===== src/hdl/fncl_pkg.sv =====
// fncl_pkg: shared types, constants and helpers for the fat next-cluster lookup
// used by the channel interfaces, the controller, the datapath and the top level
// no dependencies

package fncl_pkg;

  localparam int MAX_SECTOR_BYTES = 4096;
  localparam int CACHE_BYTES      = 2 * MAX_SECTOR_BYTES;
  localparam int CACHE_AW         = $clog2(CACHE_BYTES);
  localparam int SH_MIN           = 9;
  localparam int SH_MAX           = $clog2(MAX_SECTOR_BYTES);

  localparam int CLUS_W    = 32;
  localparam int TAG_W     = 32;
  localparam int SECTOR_W  = 48;
  localparam int CFG_IDX_W = 2;
  localparam int CFG_DAT_W = 48;

  localparam logic [TAG_W-1:0] TAG_NONE = '1;

  // fat types
  localparam logic [1:0] FAT12 = 2'd0;
  localparam logic [1:0] FAT16 = 2'd1;
  localparam logic [1:0] FAT32 = 2'd2;
  localparam logic [1:0] EXFAT = 2'd3;

  // register indexes
  localparam logic [CFG_IDX_W-1:0] REG_FAT_TYPE   = 2'd0;
  localparam logic [CFG_IDX_W-1:0] REG_SECTOR_LG2 = 2'd1;
  localparam logic [CFG_IDX_W-1:0] REG_FAT_BASE   = 2'd2;

  localparam logic [31:0] MARK_FAT12 = 32'h0000_0FF8;
  localparam logic [31:0] MARK_FAT16 = 32'h0000_FFF8;
  localparam logic [31:0] MARK_FAT32 = 32'h0FFF_FFF8;
  localparam logic [31:0] MARK_EXFAT = 32'hFFFF_FFF7;
  localparam logic [11:0] MASK12     = 12'hFFF;
  localparam logic [31:0] MASK28     = 32'h0FFF_FFFF;

  typedef enum logic [2:0] {
    ST_IDLE,
    ST_CALC,
    ST_CMP,
    ST_RD,
    ST_DRAIN,
    ST_DONE
  } fncl_state_t;

  typedef struct packed {
    logic       in_ready;
    logic       calc;
    logic       cmp;
    logic       rd_en;
    logic [1:0] rd_idx;
    logic       out_load;
  } fncl_cmd_t;

  typedef struct packed {
    logic lookup_acc;
    logic hit;
    logic wide;
    logic out_free;
  } fncl_sts_t;

  // sector size log2 held to the supported range
  function automatic logic [3:0] eff_shift(input logic [3:0] lg2);
    logic [3:0] sh;
    sh = lg2;
    if (sh < 4'(SH_MIN)) sh = 4'(SH_MIN);
    if (sh > 4'(SH_MAX)) sh = 4'(SH_MAX);
    return sh;
  endfunction

endpackage


===== src/hdl/fncl_ctrl.sv =====
// fncl_ctrl: lookup sequencer, drives the datapath through fncl_cmd_t
// depends on fncl_pkg

module fncl_ctrl (
  input  logic                clk,
  input  logic                rst_n,
  input  fncl_pkg::fncl_sts_t sts,
  output fncl_pkg::fncl_cmd_t cmd
);

  fncl_pkg::fncl_state_t state_r, state_nxt;
  logic [1:0] idx_r, idx_nxt;
  logic [1:0] last_idx;

  assign last_idx = sts.wide ? 2'd3 : 2'd1;

  always_comb begin
    state_nxt = state_r;
    case (state_r)
      fncl_pkg::ST_IDLE: begin
        if (sts.lookup_acc) state_nxt = fncl_pkg::ST_CALC;
      end
      fncl_pkg::ST_CALC: state_nxt = fncl_pkg::ST_CMP;
      fncl_pkg::ST_CMP: begin
        state_nxt = sts.hit ? fncl_pkg::ST_RD : fncl_pkg::ST_DONE;
      end
      fncl_pkg::ST_RD: begin
        if (idx_r == last_idx) state_nxt = fncl_pkg::ST_DRAIN;
      end
      fncl_pkg::ST_DRAIN: state_nxt = fncl_pkg::ST_DONE;
      fncl_pkg::ST_DONE: begin
        if (sts.out_free) state_nxt = fncl_pkg::ST_IDLE;
      end
      default: state_nxt = fncl_pkg::ST_IDLE;
    endcase
  end

  always_comb begin
    idx_nxt = idx_r;
    if (state_r == fncl_pkg::ST_CMP) idx_nxt = 2'd0;
    else if (state_r == fncl_pkg::ST_RD) idx_nxt = idx_r + 2'd1;
  end

  always_comb begin
    cmd          = '0;
    cmd.rd_idx   = idx_r;
    case (state_r)
      fncl_pkg::ST_IDLE:  cmd.in_ready = 1'b1;
      fncl_pkg::ST_CALC:  cmd.calc     = 1'b1;
      fncl_pkg::ST_CMP:   cmd.cmp      = 1'b1;
      fncl_pkg::ST_RD:    cmd.rd_en    = 1'b1;
      fncl_pkg::ST_DRAIN: cmd.rd_en    = 1'b0;
      fncl_pkg::ST_DONE:  cmd.out_load = sts.out_free;
      default:            cmd          = '0;
    endcase
  end

  always_ff @(posedge clk) begin
    if (!rst_n) begin
      state_r <= fncl_pkg::ST_IDLE;
      idx_r   <= 2'd0;
    end else begin
      state_r <= state_nxt;
      idx_r   <= idx_nxt;
    end
  end

  // no more byte reads than the entry holds
  assert property (@(posedge clk) disable iff (!rst_n)
    (state_r == fncl_pkg::ST_RD) |-> (idx_r <= last_idx))
    else $error("fncl_ctrl: read index past entry");

  // a miss goes straight to the result
  assert property (@(posedge clk) disable iff (!rst_n)
    (state_r == fncl_pkg::ST_CMP && !sts.hit) |=> (state_r == fncl_pkg::ST_DONE))
    else $error("fncl_ctrl: miss did not go to result");

  // the last byte read is always drained before the result
  assert property (@(posedge clk) disable iff (!rst_n)
    (cmd.out_load && $past(state_r) == fncl_pkg::ST_DRAIN) |-> $past(sts.hit, 2) == 1'b0
      || $past(state_r, 2) == fncl_pkg::ST_RD || $past(state_r, 2) == fncl_pkg::ST_DRAIN)
    else $error("fncl_ctrl: result without drained read");

endmodule


===== config.mk =====
export PLATFORM = sky130hd
export DESIGN_NAME = fncl_ctrl
export DESIGN_NICKNAME = d
export VERILOG_FILES = /design/src/hdl/fncl_pkg.sv /design/src/hdl/fncl_ctrl.sv
export SDC_FILE = /design/constraint.sdc
export NUM_CORES = 1
export LEC_CHECK = 0
export ABC_AREA = 1
export ABC_CLOCK_PERIOD_IN_PS = 1000
export BUFFER_PORTS_ARGS = -buffer_cell sky130_fd_sc_hd__buf_4
export CAP_MARGIN = 25
export CELL_PAD_IN_SITES_DETAIL_PLACEMENT = 0
export CELL_PAD_IN_SITES_GLOBAL_PLACEMENT = 1
export CORE_AREA = 2 2 39 41
export CTS_BUF_LIST = sky130_fd_sc_hd__clkbuf_4 sky130_fd_sc_hd__clkbuf_8
export CTS_CLUSTER_SIZE = 25
export DETAILED_ROUTE_END_ITERATION = 8
export DIE_AREA = 0 0 41 43
export PLACE_DENSITY = 0.74
export SETUP_SLACK_MARGIN = 0.5
export SLEW_MARGIN = 20
export SYNTH_ARGS = -nofsm -noshare
export SYNTH_HDL_FRONTEND = slang
export SYNTH_SLANG_ARGS = --single-unit

===== constraint.sdc =====
create_clock -name clk -period 1 [get_ports clk]
set_input_delay 0.05 -clock clk [delete_from_list [all_inputs] [get_ports clk]]
set_output_delay 0.05 -clock clk [all_outputs]
set_load 0.02 [all_outputs]

==> metrics.txt <==
share of Yosys cell area claimed by the top area cell type=31.50%; relative area change from synthesis to final layout=118.9%; simple-gate share of the synthesized area=43.70%; wire length per cell after detailed routing=8.660 um; pin slew with the least headroom to its limit=around 0.21 ns; most instantiated flip-flop cell in the synthesis netlist=sky130_fd_sc_hd__dfxtp_1; Yosys warning count=0; type of element capturing the critical path=output port; placed inst area=528.0 um2; area of all placed cells without fillers=695.7 um2; Synthesized Nets=60; net switching power=373.5 uW; instance count after placement with tap cells included=88; reg2reg end=idx_r[1]; data required time at the worst endpoint=between 0.9 and 1 ns; sink count of the clock tree=5; Reg power frac=26.6%; part of the cycle the worst path needs=112.4%; Final min period=1.124 ns; top post-synthesis cells by area=sky130_fd_sc_hd__dfxtp_1 31%, sky130_fd_sc_hd__nand2_1 15%, sky130_fd_sc_hd__inv_1 12%, sky130_fd_sc_hd__nor2_1 11%, sky130_fd_sc_hd__nand3_1 7.9%; Worst-Skew Late Latency=~0.25 ns; post-route total power=about 1.0 mW; setup slack at placement=-0.04786 ns; slack of the critical path=-0.1241 ns; Compound-Gate Fraction of Synth Area=11.81%; final cell utilization of the core=slightly above 50%; number of fillers in the final layout=143; cell internal power dissipation=between 600 and 700 uW; static power due to leakage=0.3396 nW; fraction of power consumed by the clock network=26.4%; total power divided by cell area=1485 nW/um2; failing checks=negative setup slack; Die Span X=41 um; global-route congestion overflow total=0; Clock Root Buffer=sky130_fd_sc_hd__clkbuf_4; kind of start point of the critical path=flop; maximum number of pins on one net before global-route repair=6; via count of the first global-routing pass=376; startpoint of the worst-slack reg-to-reg timing path=state_r[1]; Top-Level Pins=13; path type of the worst setup path=flop to output port; final number of max-transition violations=0; Slew headroom=between 80% and 90%; Post-route DRC=0; RSZ-0062 raised after global routing=yes; summed negative setup slack over all endpoints=-1.027 ns; standard-cell rows=14; hold slack=0.04621 ns; Total GRT Usage=12.26%; H-tree depth reported by CTS=1; Post-Syn Area per Cell=5.885 um2; number of standard cells in the layout, taps in and fillers out=97; max frequency=0.8896 GHz; Via Count=418; Min-Delay Endpoint=state_r[0]; Initial DRC Count=3; most used standard cells in the synthesized netlist=13 x sky130_fd_sc_hd__nand2_1, 10 x sky130_fd_sc_hd__inv_1, 9 x sky130_fd_sc_hd__nor2_1; maximum capacitance violations=0; antenna violations before repair=0; final-report setup violation count=12; number of hold buffers added after CTS=0; dominant combinational cell family by area after synthesis=simple AND/OR/NAND/NOR gates; via-per-instance ratio=4.309; Clock Tree Buf Depth=2; distinct cell type count after synthesis=13; Hold Path Depth=3; first-pass GRT wire length=1.414 mm; setup clock skew after layout=approximately 0.0038 ns; highest ir drop seen on vdd=0.6902 mV; Worst Hold Class=primary input to flop; total of buffers placed on input and output ports=12; cell area after technology mapping=317.8 um2; share of total power in combinational logic=a little under half; mux cell area share after synthesis=0%; XOR/XNOR Fraction of Synth Area=0%; remaining antenna violation count=0; Die Height=roughly 43 um; DIE AREA=1763 um2; Initial Util=a little under a quarter; final-report hold violation count=0; WP data arrival=1.07 ns; CTS tree=done; setup slack of the worst register-to-register path=-0.10 ns; placeable core region=1384 um2; detailed-placement wirelength estimate=639.1 um; most used standard cell by instance count after synthesis=sky130_fd_sc_hd__nand2_1; ant diodes=0; combined area of the multi-input logic cells=272.8 um2; count of mapped cells out of synthesis=54; outcome=finished, violations left; register clock-pin slew on the reported worst setup and hold paths=0.05 ns; proportion of total power due to net switching=approximately 36%; Post-Route WL=840 um; share of synthesized flip-flops with an asynchronous set or reset=0%; number of synthesized register bits=5; number of clock buffers inserted by TritonCTS=3; worst min-delay path startpoint=rst_n; count of nets after finishing=88; adder and majority gate portion of the synthesized area=0%; leading area contributor after synthesis=sky130_fd_sc_hd__dfxtp_1; last weighted congestion value of the routability-driven placer=between 0.6 and 0.7; count of TritonRoute iterations in the first routing pass=4; fraction of layout cells with a size suffix above 1=around two thirds; worst reg-to-reg path cell count=7; area taken by flip-flops and latches=111.4 um2; share of synthesized area occupied by flip-flops and latches=31.50%; critical-path maximum fanout=5; number of synthesized flops with an enable pin=0
## critical path, cell delays in order (launching register included)
cell                      delay [ns]
sky130_fd_sc_hd__dfxtp_4        0.36
sky130_fd_sc_hd__inv_4          0.06
sky130_fd_sc_hd__nand3_2        0.07
sky130_fd_sc_hd__buf_6          0.13
sky130_fd_sc_hd__nor2_4         0.09
sky130_fd_sc_hd__buf_6          0.11
## final cells by class
type | instances | area share [%]
well taps | 16 | 2.878
clock buffers | 4 | 4.317
multi-input cells | 38 | 39.21
flip-flops and latches | 5 | 16.01
repair buffers | 23 | 30.94
inverters | 11 | 6.655
## cells by family (layout without fill, tap and decap cells)
| family | Yosys count | in the layout |
|---|---|---|
| flops | 5 | 5 |
| compound gates | 7 | 7 |
| buf+inv | 11 | 38 |
| simple gates | 31 | 31 |
## worst max path at each step
stage               startpoint          to  cells after the start
floorplan           state_r[1]    idx_r[1]                      5
CTS                 state_r[1]      cmd[0]                      5
global placement    state_r[1]  state_r[0]                      7
finish              state_r[1]      cmd[0]                      5
detailed placement  state_r[1]  state_r[0]                      7
global route        state_r[1]    idx_r[1]                      7
## layer usage
| metal | GRT usage [%] | vias to the layer above | routed length [um] |
|---|---|---|---|
| met2 | 15.94 | 9 | 390 |
| met1 | 16.13 | 183 | 382 |
| met4 | 12.00 | 0 | 39 |
| met3 | 1.571 | 5 | 28 |
| met5 | 0 | - | 0 |
| li1 | - | 221 | - |
## state kept, by name, summed over array words and instances (netlist names)
name     count
state_r      3
idx_r        2
## power by group through the flow
stage | Sequential (mW) | Combinational [mW] | Clock, mW
floorplan | 0.279 | 0.204 | 0
global placement | 0.272 | 0.362 | 0
detailed placement | 0.273 | 0.363 | 0
CTS | 0.270 | 0.461 | 0.283
global route | 0.279 | 0.533 | 0.300
finish | 0.275 | 0.486 | 0.272
## placed cells by master (no fill, tap or decap)
master	synthesis	layout
sky130_fd_sc_hd__a21boi_2	0	1
sky130_fd_sc_hd__a21oi_1	4	1
sky130_fd_sc_hd__a21oi_2	0	3
sky130_fd_sc_hd__buf_12	0	1
sky130_fd_sc_hd__buf_4	0	14
sky130_fd_sc_hd__buf_6	0	8
sky130_fd_sc_hd__clkbuf_4	0	4
sky130_fd_sc_hd__dfxtp_1	5	2
sky130_fd_sc_hd__dfxtp_4	0	3
sky130_fd_sc_hd__inv_1	10	6
sky130_fd_sc_hd__inv_2	1	3
sky130_fd_sc_hd__inv_4	0	2
sky130_fd_sc_hd__nand2_1	13	8
sky130_fd_sc_hd__nand2_2	0	2
sky130_fd_sc_hd__nand2_4	0	3
sky130_fd_sc_hd__nand3_1	5	2
sky130_fd_sc_hd__nand3_2	0	3
sky130_fd_sc_hd__nor2_1	9	4
sky130_fd_sc_hd__nor2_2	1	3
sky130_fd_sc_hd__nor2_4	0	3
sky130_fd_sc_hd__nor3_4	0	1
sky130_fd_sc_hd__nor3b_1	1	1
sky130_fd_sc_hd__nor3b_2	1	1
sky130_fd_sc_hd__o21ai_0	2	2
## timing repair
action / CTS / global route
pin swaps: 8 / 5
setup endpoints to repair: 12 / 12
gates resized for setup: 18 / 9
cloned: 0 / 0
setup buffers: 5 / 0
Power figures use the tool's default switching activity.
